$ cat config.mk
export PLATFORM = sky130hd
export DESIGN_NAME = bunch_peak_search_vote_unit
export DESIGN_NICKNAME = d
export VERILOG_FILES = /design/src/hdl/bpsv_pkg.sv /design/src/hdl/bunch_peak_search_vote_unit.sv /design/src/hdl/bpsv_accum.sv /design/src/hdl/bpsv_best.sv /design/src/hdl/bpsv_vote.sv
export SDC_FILE = /design/constraint.sdc
export NUM_CORES = 1
export LEC_CHECK = 0
export BUFFER_PORTS_ARGS = -buffer_cell sky130_fd_sc_hd__buf_2
export CAP_MARGIN = 0
export CORE_UTILIZATION = 50
export DETAILED_ROUTE_END_ITERATION = 16
export PLACE_DENSITY = 0.69
export SLEW_MARGIN = 30
export SYNTH_ARGS = -nofsm -noshare
export SYNTH_HDL_FRONTEND = slang
export SYNTH_HIERARCHICAL = 1
export SYNTH_SLANG_ARGS = --single-unit
$ cat constraint.sdc
create_clock -name clk -period 7.27 [get_ports clk]
set_input_delay 0.3635 -clock clk [delete_from_list [all_inputs] [get_ports clk]]
set_output_delay 0.3635 -clock clk [all_outputs]
set_load 0.05 [all_outputs]
$ cat src/hdl/bpsv_pkg.sv
package bpsv_pkg;

  localparam int CARD_W    = 2;
  localparam int BUNCH_W   = 9;
  localparam int ADC_W     = 16;
  localparam int OFFSET_W  = 10;
  localparam int COUNT_W   = 3;
  localparam int CFG_IDX_W = 2;

  localparam int DEF_NUM_CARDS       = 4;
  localparam int DEF_NUM_BUNCH_SLOTS = 320;
  localparam int DEF_SAMPLE_BITS     = 16;
  localparam int DEF_MAX_TURNS       = 1024;

  localparam logic [CFG_IDX_W-1:0] REG_TIMING_MODE  = 2'd0;
  localparam logic [CFG_IDX_W-1:0] REG_SPECIES      = 2'd1;
  localparam logic [CFG_IDX_W-1:0] REG_TIMING_BLOCK = 2'd2;

  typedef struct packed {
    logic [CARD_W-1:0]       card_index;
    logic [BUNCH_W-1:0]      bunch_index;
    logic signed [ADC_W-1:0] adc_sample;
    logic                    last_turn;
    logic                    last_sample;
  } in_beat_t;

  typedef struct packed {
    logic [OFFSET_W-1:0] pattern_offset;
    logic [BUNCH_W-1:0]  winning_bunch;
    logic [COUNT_W-1:0]  vote_count;
  } out_beat_t;

  typedef struct packed {
    logic timing_mode;
    logic species;
    logic timing_block;
  } cfg_t;

endpackage

$ cat src/hdl/bunch_peak_search_vote_unit.sv
// channel | dir | handshake              | beat
// in      | in  | in_valid / in_ready    | in_beat_t: card, bunch, sample, last flags
// out     | out | out_valid / out_ready  | out_beat_t: offset, bunch, count
// cfg     | in  | cfg_valid / cfg_ready  | cfg_index, cfg_data bit 0
//
// One beat per cycle unless a stalled vote beat backs up. Four register stages: input, accumulate, per-card best, vote.
// A last_sample beat yields its result after the accumulate, per-card best and vote registers in turn.
// Sum-to-best and vote paths set the cycle; the turn_sum add/saturate loop closes through the turn_sum register alone.
// rst (sync) clears sums, best flags, config and all valids; no clearing pass.
// out stalls back up only through stages holding a vote beat; cfg_ready is always high.
module bunch_peak_search_vote_unit #(
  parameter int NUM_CARDS       = bpsv_pkg::DEF_NUM_CARDS,
  parameter int NUM_BUNCH_SLOTS = bpsv_pkg::DEF_NUM_BUNCH_SLOTS,
  parameter int SAMPLE_BITS     = bpsv_pkg::DEF_SAMPLE_BITS,
  parameter int MAX_TURNS       = bpsv_pkg::DEF_MAX_TURNS
) (
  input  logic                           clk,
  input  logic                           rst,
  input  logic                           in_valid,
  output logic                           in_ready,
  input  bpsv_pkg::in_beat_t             in_data,
  output logic                           out_valid,
  input  logic                           out_ready,
  output bpsv_pkg::out_beat_t            out_data,
  input  logic                           cfg_valid,
  output logic                           cfg_ready,
  input  logic [bpsv_pkg::CFG_IDX_W-1:0] cfg_index,
  input  logic                           cfg_data
);
  import bpsv_pkg::*;

  localparam int SUM_W = SAMPLE_BITS + $clog2(MAX_TURNS);

  cfg_t                              cfg;
  logic                              b_valid;
  logic                              b_ready;
  logic [CARD_W-1:0]                 b_card;
  logic [BUNCH_W-1:0]                b_bunch;
  logic signed [SUM_W-1:0]           b_sum;
  logic                              b_last_turn;
  logic                              b_last_sample;
  logic                              c_valid;
  logic                              c_ready;
  logic [NUM_CARDS-1:0][BUNCH_W-1:0] c_bunch;
  logic [NUM_CARDS-1:0]              c_hit_valid;

  assign cfg_ready = 1'b1;

  always_ff @(posedge clk) begin
    if (rst) begin
      cfg <= '0;
    end else if (cfg_valid && cfg_ready) begin
      case (cfg_index)
        REG_TIMING_MODE:  cfg.timing_mode  <= cfg_data;
        REG_SPECIES:      cfg.species      <= cfg_data;
        REG_TIMING_BLOCK: cfg.timing_block <= cfg_data;
        default: ;
      endcase
    end
  end

  bpsv_accum #(
    .SAMPLE_BITS (SAMPLE_BITS),
    .MAX_TURNS   (MAX_TURNS)
  ) u_accum (
    .clk           (clk),
    .rst           (rst),
    .in_valid      (in_valid),
    .in_ready      (in_ready),
    .in_data       (in_data),
    .b_valid       (b_valid),
    .b_ready       (b_ready),
    .b_card        (b_card),
    .b_bunch       (b_bunch),
    .b_sum         (b_sum),
    .b_last_turn   (b_last_turn),
    .b_last_sample (b_last_sample)
  );

  bpsv_best #(
    .NUM_CARDS       (NUM_CARDS),
    .NUM_BUNCH_SLOTS (NUM_BUNCH_SLOTS),
    .SUM_W           (SUM_W)
  ) u_best (
    .clk           (clk),
    .rst           (rst),
    .species       (cfg.species),
    .b_valid       (b_valid),
    .b_ready       (b_ready),
    .b_card        (b_card),
    .b_bunch       (b_bunch),
    .b_sum         (b_sum),
    .b_last_turn   (b_last_turn),
    .b_last_sample (b_last_sample),
    .c_valid       (c_valid),
    .c_ready       (c_ready),
    .c_bunch       (c_bunch),
    .c_hit_valid   (c_hit_valid)
  );

  bpsv_vote #(
    .NUM_CARDS (NUM_CARDS)
  ) u_vote (
    .clk         (clk),
    .rst         (rst),
    .cfg         (cfg),
    .c_valid     (c_valid),
    .c_ready     (c_ready),
    .c_bunch     (c_bunch),
    .c_hit_valid (c_hit_valid),
    .out_valid   (out_valid),
    .out_ready   (out_ready),
    .out_data    (out_data)
  );

endmodule

$ cat src/hdl/bpsv_accum.sv
module bpsv_accum #(
  parameter int SAMPLE_BITS = bpsv_pkg::DEF_SAMPLE_BITS,
  parameter int MAX_TURNS   = bpsv_pkg::DEF_MAX_TURNS,
  localparam int SUM_W      = SAMPLE_BITS + $clog2(MAX_TURNS)
) (
  input  logic                         clk,
  input  logic                         rst,
  input  logic                         in_valid,
  output logic                         in_ready,
  input  bpsv_pkg::in_beat_t           in_data,
  output logic                         b_valid,
  input  logic                         b_ready,
  output logic [bpsv_pkg::CARD_W-1:0]  b_card,
  output logic [bpsv_pkg::BUNCH_W-1:0] b_bunch,
  output logic signed [SUM_W-1:0]      b_sum,
  output logic                         b_last_turn,
  output logic                         b_last_sample
);
  import bpsv_pkg::*;

  localparam int     EXT_W = SUM_W + 1;
  localparam longint LIM   = (longint'(1) << (SAMPLE_BITS - 1)) * longint'(MAX_TURNS);
  localparam logic signed [EXT_W-1:0] SUM_HI = EXT_W'(LIM - 1);
  localparam logic signed [EXT_W-1:0] SUM_LO = EXT_W'(-LIM);

  logic                     a_valid;
  in_beat_t                 a;
  logic signed [SUM_W-1:0]  turn_sum;
  logic [SAMPLE_BITS-1:0]   raw;
  logic signed [EXT_W-1:0]  sample_ext;
  logic signed [EXT_W-1:0]  raw_sum;
  logic signed [EXT_W-1:0]  sat_sum;
  logic                     b_free;
  logic                     a_go;

  generate
    if (SAMPLE_BITS <= ADC_W) begin : g_narrow
      assign raw = a.adc_sample[SAMPLE_BITS-1:0];
    end else begin : g_wide
      assign raw = {{(SAMPLE_BITS - ADC_W){1'b0}}, a.adc_sample};
    end
  endgenerate

  assign sample_ext = EXT_W'($signed(raw));
  assign raw_sum    = EXT_W'(turn_sum) + sample_ext;

  always_comb begin
    if (raw_sum > SUM_HI) begin
      sat_sum = SUM_HI;
    end else if (raw_sum < SUM_LO) begin
      sat_sum = SUM_LO;
    end else begin
      sat_sum = raw_sum;
    end
  end

  assign b_free   = !b_valid || b_ready;
  assign a_go     = a_valid && b_free;
  assign in_ready = !a_valid || b_free;

  always_ff @(posedge clk) begin
    if (rst) begin
      a_valid  <= 1'b0;
      b_valid  <= 1'b0;
      turn_sum <= '0;
    end else begin
      if (in_ready) begin
        a_valid <= in_valid;
      end
      if (b_free) begin
        b_valid <= a_valid;
      end
      if (a_go) begin
        turn_sum <= (a.last_turn || a.last_sample) ? '0 : SUM_W'(sat_sum);
      end
    end
  end

  always_ff @(posedge clk) begin
    if (in_valid && in_ready) begin
      a <= in_data;
    end
    if (a_go) begin
      b_card        <= a.card_index;
      b_bunch       <= a.bunch_index;
      b_sum         <= SUM_W'(sat_sum);
      b_last_turn   <= a.last_turn;
      b_last_sample <= a.last_sample;
    end
  end

endmodule

$ cat src/hdl/bpsv_best.sv
module bpsv_best #(
  parameter int NUM_CARDS       = bpsv_pkg::DEF_NUM_CARDS,
  parameter int NUM_BUNCH_SLOTS = bpsv_pkg::DEF_NUM_BUNCH_SLOTS,
  parameter int SUM_W           = bpsv_pkg::DEF_SAMPLE_BITS + $clog2(bpsv_pkg::DEF_MAX_TURNS)
) (
  input  logic                                        clk,
  input  logic                                        rst,
  input  logic                                        species,
  input  logic                                        b_valid,
  output logic                                        b_ready,
  input  logic [bpsv_pkg::CARD_W-1:0]                 b_card,
  input  logic [bpsv_pkg::BUNCH_W-1:0]                b_bunch,
  input  logic signed [SUM_W-1:0]                     b_sum,
  input  logic                                        b_last_turn,
  input  logic                                        b_last_sample,
  output logic                                        c_valid,
  input  logic                                        c_ready,
  output logic [NUM_CARDS-1:0][bpsv_pkg::BUNCH_W-1:0] c_bunch,
  output logic [NUM_CARDS-1:0]                        c_hit_valid
);
  import bpsv_pkg::*;

  logic signed [SUM_W-1:0] best_sum [NUM_CARDS];
  logic [BUNCH_W-1:0]      best_bunch [NUM_CARDS];
  logic [NUM_CARDS-1:0]    best_valid;

  logic signed [SUM_W-1:0]            sum_next [NUM_CARDS];
  logic [NUM_CARDS-1:0][BUNCH_W-1:0]  bunch_next;
  logic [NUM_CARDS-1:0]               valid_next;
  logic [NUM_CARDS-1:0]               upd;
  logic                               in_range;
  logic                               b_go;

  assign in_range = (32'(b_bunch) < 32'(NUM_BUNCH_SLOTS)) && (32'(b_card) < 32'(NUM_CARDS));
  assign b_ready  = !b_last_sample || !c_valid || c_ready;
  assign b_go     = b_valid && b_ready;

  always_comb begin
    for (int c = 0; c < NUM_CARDS; c++) begin
      upd[c] = b_last_turn && in_range && (32'(b_card) == 32'(c)) &&
               (!best_valid[c] || (species ? (b_sum < best_sum[c]) : (b_sum > best_sum[c])));
      valid_next[c] = best_valid[c] | upd[c];
      bunch_next[c] = upd[c] ? b_bunch : best_bunch[c];
      sum_next[c]   = upd[c] ? b_sum : best_sum[c];
    end
  end

  always_ff @(posedge clk) begin
    if (rst) begin
      best_valid <= '0;
      c_valid    <= 1'b0;
    end else begin
      if (!c_valid || c_ready) begin
        c_valid <= b_go && b_last_sample;
      end
      if (b_go) begin
        // vote beat starts a fresh scan
        best_valid <= b_last_sample ? '0 : valid_next;
      end
    end
  end

  always_ff @(posedge clk) begin
    if (b_go) begin
      for (int c = 0; c < NUM_CARDS; c++) begin
        best_sum[c]   <= sum_next[c];
        best_bunch[c] <= bunch_next[c];
      end
      if (b_last_sample) begin
        c_bunch     <= bunch_next;
        c_hit_valid <= valid_next;
      end
    end
  end

endmodule

$ cat src/hdl/bpsv_vote.sv
module bpsv_vote #(
  parameter int NUM_CARDS = bpsv_pkg::DEF_NUM_CARDS
) (
  input  logic                                        clk,
  input  logic                                        rst,
  input  bpsv_pkg::cfg_t                              cfg,
  input  logic                                        c_valid,
  output logic                                        c_ready,
  input  logic [NUM_CARDS-1:0][bpsv_pkg::BUNCH_W-1:0] c_bunch,
  input  logic [NUM_CARDS-1:0]                        c_hit_valid,
  output logic                                        out_valid,
  input  logic                                        out_ready,
  output bpsv_pkg::out_beat_t                         out_data
);
  import bpsv_pkg::*;

  localparam int HIT_W = $clog2(NUM_CARDS + 1);

  logic [HIT_W-1:0]   hits [NUM_CARDS];
  logic [HIT_W-1:0]   top_hits;
  logic [BUNCH_W-1:0] win;
  logic               odd;
  out_beat_t          result;

  always_comb begin
    for (int a = 0; a < NUM_CARDS; a++) begin
      hits[a] = '0;
      for (int b = 0; b < NUM_CARDS; b++) begin
        if (c_hit_valid[a] && c_hit_valid[b] && (c_bunch[b] == c_bunch[a])) begin
          hits[a] = hits[a] + HIT_W'(1);
        end
      end
    end
    top_hits = '0;
    win      = '0;
    // strict compare: first card with the top count wins
    for (int a = 0; a < NUM_CARDS; a++) begin
      if (c_hit_valid[a] && (hits[a] > top_hits)) begin
        top_hits = hits[a];
        win      = c_bunch[a];
      end
    end
  end

  assign odd = cfg.timing_mode ? cfg.species : cfg.timing_block;

  always_comb begin
    result.winning_bunch  = win;
    result.vote_count     = COUNT_W'(top_hits);
    result.pattern_offset = (top_hits == '0) ? '0 : {win, odd};
  end

  assign c_ready = !out_valid || out_ready;

  always_ff @(posedge clk) begin
    if (rst) begin
      out_valid <= 1'b0;
    end else if (c_ready) begin
      out_valid <= c_valid;
    end
  end

  always_ff @(posedge clk) begin
    if (c_ready && c_valid) begin
      out_data <= result;
    end
  end

endmodule

======== Yosys cells after proc, flatten, opt, wreduce, memory -nomap -nowiden ========
Memories as Yosys holds them, arrays and structs flattened.
Cells that the tools add are included.
Widths: inputs -> output; s select.
operators by class
  $add $sub $neg .......................... 13
  bitwise gates (word level) .............. 4
  eq/ne operators ......................... 17
  muxes and demuxes ....................... 43
  magnitude comparators ................... 15
  reductions and logical operators ........ 63
operators by type and width
  kind                  number
  $mux 26               7
  $eq 9x9->1            12
  $gt 26x26->1          4
  $lt 26x26->1          4
  $mux 9                8
  $mux 3                16
  $logic_and 1x1->1     36
  $add 3x1->3 const B   10
  $add 26x16->27        1
  $gt 27x26->1 const B  1
  $lt 27x26->1 const B  1
  $logic_or 1x1->1      11
  $mux 1                11
  $gt 3x3->1            3
  $logic_not 1->1       9
  $lt 9x9->1 const B    1
  $reduce_and 2->1      4
  $eq 2x2->1 const B    3
  $add 1x1->2 const B   2
  $eq 2x1->1 const B    2
  $logic_not 2->1       2
  $mux 4                1
  $or 1x1->1            4
  $gt 3x1->1 const B    1
  $logic_not 3->1       1
word-level totals
  word-level logic and storage cells ...... 184
  input port bits ......................... 37
  output and inout port bits .............. 25
  bits in writable memories ............... 140
  memories kept ........................... 2
  register bits after elaboration ......... 167
memory list
  memory             depth  width  rd ports  clocked after memory_dff  wr ports  RTL line         source
  u_best.best_sum    4      26     4         0                         4         bpsv_best.sv:23  logic signed [SUM_W-1:0] best_sum [NUM_CARDS];
  u_best.best_bunch  4      9      4         0                         4         bpsv_best.sv:24  logic [BUNCH_W-1:0] best_bunch [NUM_CARDS];

======== Logic depth before layout (Yosys ltp) ========
  depth in word-level cells ............... 20
  depth in mapped cells ................... 35
  gate-level depth less buffers ........... 31

======== By module ========
Netlist, hierarchy kept.
by module, submodules not included
  module                       sequential area each (µm²)  area each (µm²)  cells each  instances
  bpsv_best                    5505.3                      8848.5           634         1
  bpsv_accum                   2602.5                      4770.8           413         1
  bpsv_vote                    680.7                       2884.0           328         1
  bunch_peak_search_vote_unit  60.1                        153.9            15          1

======== Worst setup path before layout ========
OpenSTA, ideal clock, no wires.
  kind .................................... register -> register
  start ................................... reg u_best.c_hit_valid[0]
  end ..................................... reg, netlist name u_vote/out_data[13]
  cell stages (with the launch flop) ...... 32
  clock period less this slack ............ 7.501 ns
  slack ................................... -0.231 ns
  required time ........................... 6.996 ns
  library setup time ...................... 0.274 ns
  buffers on the path ..................... 6
  arrival ................................. 7.227 ns
  cells stage by stage .................... edfxtp_1 > clkbuf_1 > clkbuf_1 > nand2_1 > or4_1 > ha_1 > nand4b_1 > nand2_1 > ha_1 > and4_1 > a31oi_1 > inv_1 > ha_1 > nor2b_1 > o21a_1 > o211ai_2 > clkbuf_1 > nand2_1 > o22a_1 > ha_1 > nor2b_1 > o21a_1 > o211a_1 > clkbuf_1 > o21a_1 > ha_1 > and3_1 > a211o_1 > buf_1 > a31oi_1 > clkbuf_1 > a31oi_1
on the way
  word-level cells in the longest chain between the ends .. 20
  elaborated cells on any way between the ends .. 54
  classes of those cells .................. 12 x add/sub; 4 x order compare; 24 x mux; 14 x reduce/logical
ends and longest elaborated chain
  what                                              RTL line                          source
  start, declared                                   bpsv_best.sv:19                   output logic [NUM_CARDS-1:0] c_hit_valid
  start signal, assigned                            bpsv_best.sv:71                   c_hit_valid <= valid_next;
  $mux 1 or $logic_and 1x1->1 (tied branches)       bpsv_vote.sv:29                   if (c_hit_valid[a] && c_hit_valid[b] && (c_bunch[b] == c_bunch[a])) begin
  $add 3x1->3 or $logic_and 1x1->1 (tied branches)  bpsv_vote.sv:30, bpsv_vote.sv:29
  $mux 3                                            bpsv_vote.sv:29
  $add 3x1->3                                       bpsv_vote.sv:30                   hits[a] = hits[a] + HIT_W'(1);
  $mux 3                                            bpsv_vote.sv:29
  $add 3x1->3                                       bpsv_vote.sv:30
  $mux 3                                            bpsv_vote.sv:29
  $gt 3x1->1                                        bpsv_vote.sv:38                   if (c_hit_valid[a] && (hits[a] > top_hits)) begin
  (+4 left out)                                     --
  $mux 3                                            bpsv_vote.sv:38
  $gt 3x3->1                                        bpsv_vote.sv:38
  $logic_and 1x1->1                                 bpsv_vote.sv:38
  $mux 3                                            bpsv_vote.sv:38
  $gt 3x3->1                                        bpsv_vote.sv:38
  $logic_and 1x1->1                                 bpsv_vote.sv:38
  $mux 3                                            bpsv_vote.sv:38
  $logic_not 3->1                                   bpsv_vote.sv:50                   result.pattern_offset = (top_hits == '0) ? '0 : {win, odd};
Several ways; a longest one is shown, not always the timed one.
A chain may end at the register's enable or synchronous reset.

======== Worst setup path after layout ========
  start ................................... reg u_best/c_bunch[6] in the netlist's numbering
  end ..................................... reg, netlist name u_vote/out_data[15]
on the way
  word-level cells in the longest chain between the ends .. 20
  elaborated cells on any way between the ends .. 55
  classes of those cells .................. 11 x add/sub; 4 x order compare; 6 x eq/ne; 23 x mux; 11 x reduce/logical
ends and longest elaborated chain
  what                    RTL line         source
  start, declared         bpsv_best.sv:18  output logic [NUM_CARDS-1:0][bpsv_pkg::BUNCH_W-1:0] c_bunch,
  start signal, assigned  bpsv_best.sv:70  c_bunch <= bunch_next;
  $eq 9x9->1              bpsv_vote.sv:29
  $logic_and 1x1->1       bpsv_vote.sv:29
  $mux 3                  bpsv_vote.sv:29
  $add 3x1->3             bpsv_vote.sv:30
  $mux 3                  bpsv_vote.sv:29
  $add 3x1->3             bpsv_vote.sv:30
  $mux 3                  bpsv_vote.sv:29
  $gt 3x1->1              bpsv_vote.sv:38
  (+4 left out)           --
  $mux 3                  bpsv_vote.sv:38
  $gt 3x3->1              bpsv_vote.sv:38
  $logic_and 1x1->1       bpsv_vote.sv:38
  $mux 3                  bpsv_vote.sv:38
  $gt 3x3->1              bpsv_vote.sv:38
  $logic_and 1x1->1       bpsv_vote.sv:38
  $mux 3                  bpsv_vote.sv:38
  $logic_not 3->1         bpsv_vote.sv:50
Several ways; a longest one is shown, not always the timed one.

==> results.py <==
metrics = {
    "finish": {
        "multiInputGateArea_mm2": 0.00710,
        "finish.utilization": 0.574,
        "n_fill_cell": 2676,
        "final_cell_mix": "270 x edfxtp_1, 155 x inv_1, 153 x ha_1",
        "areaGrowthSynthToFinish_pct": 12.5,
        "drive_gt1_frac": 0.150,
        "layout_commonest_cell": "edfxtp_1",
        "n_antenna_cell": 0,
        "seqCellArea_mm2": 0.00885,
        "nets": 1672,
    },
    "timing": {
        "finalHoldViolCount": 0,
        "skew_ns": 0.0123,
        "finalSetupTns_ns": 0,
        "finalCritPeriodShare": 0.934,
        "finalMaxSlewViolations": 0,
        "rsz0062_at_grt": "no",
        "layout_min_cycle_time_ns": 6.79,
        "setup_violations": 0,
        "worst_pin_slew_ns": 0.890,
        "max_freq_mhz": 147,
        "slew_headroom": 0.406,
    },
    "clock_tree": {
        "clockBufferDepth": 3,
        "h-tree-depth": 2,
        "cts_sinks": 307,
        "clk_latency_ns": 0.52,
        "clk_pin_slew_ns": 0.06,
        "cts_inserted_buffers": 34,
        "tritoncts": "built",
        "root_buffer": "clkbuf_16",
    },
    "setup_path": {
        "required_ns": 7.53,
        "worstPathArrival_ns": 7.05,
        "cp_slowest_cell": "or4_4",
        "crit_family": "compound AO/OA/AOI/OAI gates",
        "worstPathMaxFanout": 11,
        "critPathCaptureType": "register",
        "critPathBufInv": 2,
        "cp_slowest_stage_delay_ns": 0.58,
        "setup.worst_path.class": "register to register",
        "critPathLaunchType": "register",
        "cp_common_cell": "ha_1",
    },
    "power_and_ir_drop": {
        "irDropWorstVdd_mv": 0.192,
        "power_density_mw_per_mm2": 214,
        "leakagePower_nw": 7.72,
    },
    "drt": {
        "avgRoutedWirePerCell_um": 18.1,
        "ant_nets": 0,
        "firstDrtPassIters": 5,
        "drt-total-wl_um": 35300,
        "viasPerCell": 5.68,
        "vias": 11100,
        "remaining_drc_errors": 0,
        "drt_iter0_markers": 792,
    },
    "synthesis": {
        "async_reset_ff_frac": 0,
        "synth.area.top_cells": "edfxtp_1 49%, ha_1 11%, dfxtp_1 4.4%, inv_1 3.5%, xor2_1 3.2%",
        "synth.distinct_cells": 87,
        "netlist_area_mm2": 0.0167,
        "yosys.area.top_type": "edfxtp_1",
        "synthFlopType": "edfxtp_1",
        "synth_seq_cells": 307,
        "syn-num-nets": 1581,
        "ys_seq_area_frac": 0.531,
        "syn_inst": 1390,
        "synth_top_cell_area_share": 0.487,
        "syn-mean-instance-area_um2": 12.0,
        "ys_warn_count": 6,
        "synth_edf_count": 270,
    },
    "die": {
        "core_mm2": 0.0326,
        "dieArea_mm2": 0.0340,
        "row_count": 66,
        "die_w_um": 185,
        "num_io_pins": 62,
        "fp.dieH_um": 185,
        "start_util": 0.511,
    },
    "global_route": {
        "grt_pass1_wl_um": 56000,
        "grt_overflow_total": 0,
        "grt_pass1_vias": 10700,
        "antenna_found_initial": 0,
        "grt_max_degree": 47,
        "grt.total_usage": 0.211,
    },
    "placement": {
        "hpwlAfterDp_um": 25500,
        "gp_congestion": 0.951,
        "io_buffers": 60,
    },
    "status": {
        "status": "finished clean",
    },
    "min_path": {
        "hold_class": "primary input to register",
    },
    "run": {
        "maxCapViolations": 0,
    },
}
-- cells by family after synthesis --
kind of cell               Yosys count  share of synthesized area
and+or+nand+nor                    308                     0.0983
DFF                                307                      0.531
AOI/OAI and AO/OA                  276                      0.117
buffers and inverters              188                     0.0454
adders and majority gates          154                      0.116
xor gates and xnor gates            88                     0.0478
muxes                               68                     0.0441
other                                1                   0.000225
-- final timing paths --
check,cells past startpoint,start,end,slack (ns)
worst max-delay path,31,u_best/c_bunch[6]$_DFFE_PP_,u_vote/out_data[15]$_SDFFCE_PN0P_,0.48
worst max register to register,31,u_best/c_bunch[6]$_DFFE_PP_,u_vote/out_data[15]$_SDFFCE_PN0P_,0.48
worst min register to register,0,u_accum/a[19]$_DFFE_PP_,u_accum/b_bunch[1]$_DFFE_PP_,0.42
worst min-delay path,1,in_data[14],u_accum/raw[12]$_DFFE_PP_,0.02
-- sequential cells by signal, summed over array words and instances (netlist names), 9 cells and up --
name / flops
u_best/c_bunch: 36
u_accum/a: 13
u_accum/turn_sum: 26
u_accum/b_sum: 26
u_best/best_sum: 104
u_best/best_bunch: 36
u_accum/b_bunch: 9
u_vote/out_data: 22
u_accum/raw: 16
-- timing repair --
action / in CTS / in global routing
hold buffers: 5 / 0
resized for setup: 0 / 3
hold endpoints to repair: 5 / 0
endpoints found under the setup margin: 0 / 22
setup buffers: 0 / 7
-- layer usage --
layer  vias to the layer above  GRT usage  wire [um]
met3                        52     0.0245       1740
met1                      5366      0.315      17400
met4                         0     0.0653        815
met5                         -          0          0
met2                       307      0.319      15300
li1                       5353          -          -
-- Yosys cell counts (6+ instances only) --
master	instances
a211oi_1	8
a21o_1	13
a21oi_1	65
a31oi_1	19
and2_1	17
and3_1	15
and4_1	6
buf_4	6
clkbuf_1	18
dfxtp_1	37
edfxtp_1	270
ha_1	153
inv_1	155
mux2_2	36
mux2i_1	30
nand2_1	89
nand2b_1	19
nand3_1	19
nand4_1	29
nor2_1	40
nor2b_1	8
nor3_1	11
nor4_1	16
o21a_1	13
o21ai_0	64
o21ai_1	6
o221ai_1	19
o221ai_2	7
or3_1	8
or4_1	8
xnor2_1	25
xor2_1	61
-- power by group --
| group | switching, mW | total, mW | internal, mW |
|---|---|---|---|
| logic | 0.168 | 0.277 | 0.109 |
| clock network | 0.718 | 1.71 | 0.996 |
| registers | 0.0461 | 2.01 | 1.97 |
| total | 0.932 | 4.00 | 3.07 |
-- worst register-to-register path: cells and delay by family (launching register included) --
kind,cells,cell delay [ns]
xor gates and xnor gates,1,0.20
buffers and inverters,2,0.28
AOI/OAI and AO/OA,11,2.16
adders and majority gates,5,1.42
DFF,1,0.47
and+or+nand+nor,12,2.03
-- area by class of cell --
type	count	share of cell area
inverters	155	0.0311
well taps	442	0.0295
clock buffers	37	0.0465
repair buffers	88	0.0279
clock inverters	25	0.0137
multi-input cells	895	0.379
flip-flops and latches	307	0.472
-- metrics by stage --
step	total power [mW]	cells	instance area, um2	hold slack, ns	worst slack, ns
4_1_cts	4.04	1942	18700	0.0000972	0.228
3_3_place_gp	2.31	1875	17500	0.402	0.407
2_1_floorplan	2.23	1390	16700	0.400	0.0183
3_5_place_dp	2.32	1875	17500	0.405	0.258
5_1_grt	4.14	1949	18700	0.000782	0.00985
6_report	4.00	1949	18700	0.0168	0.481
No activity file was read; power rests on OpenSTA's default activity.
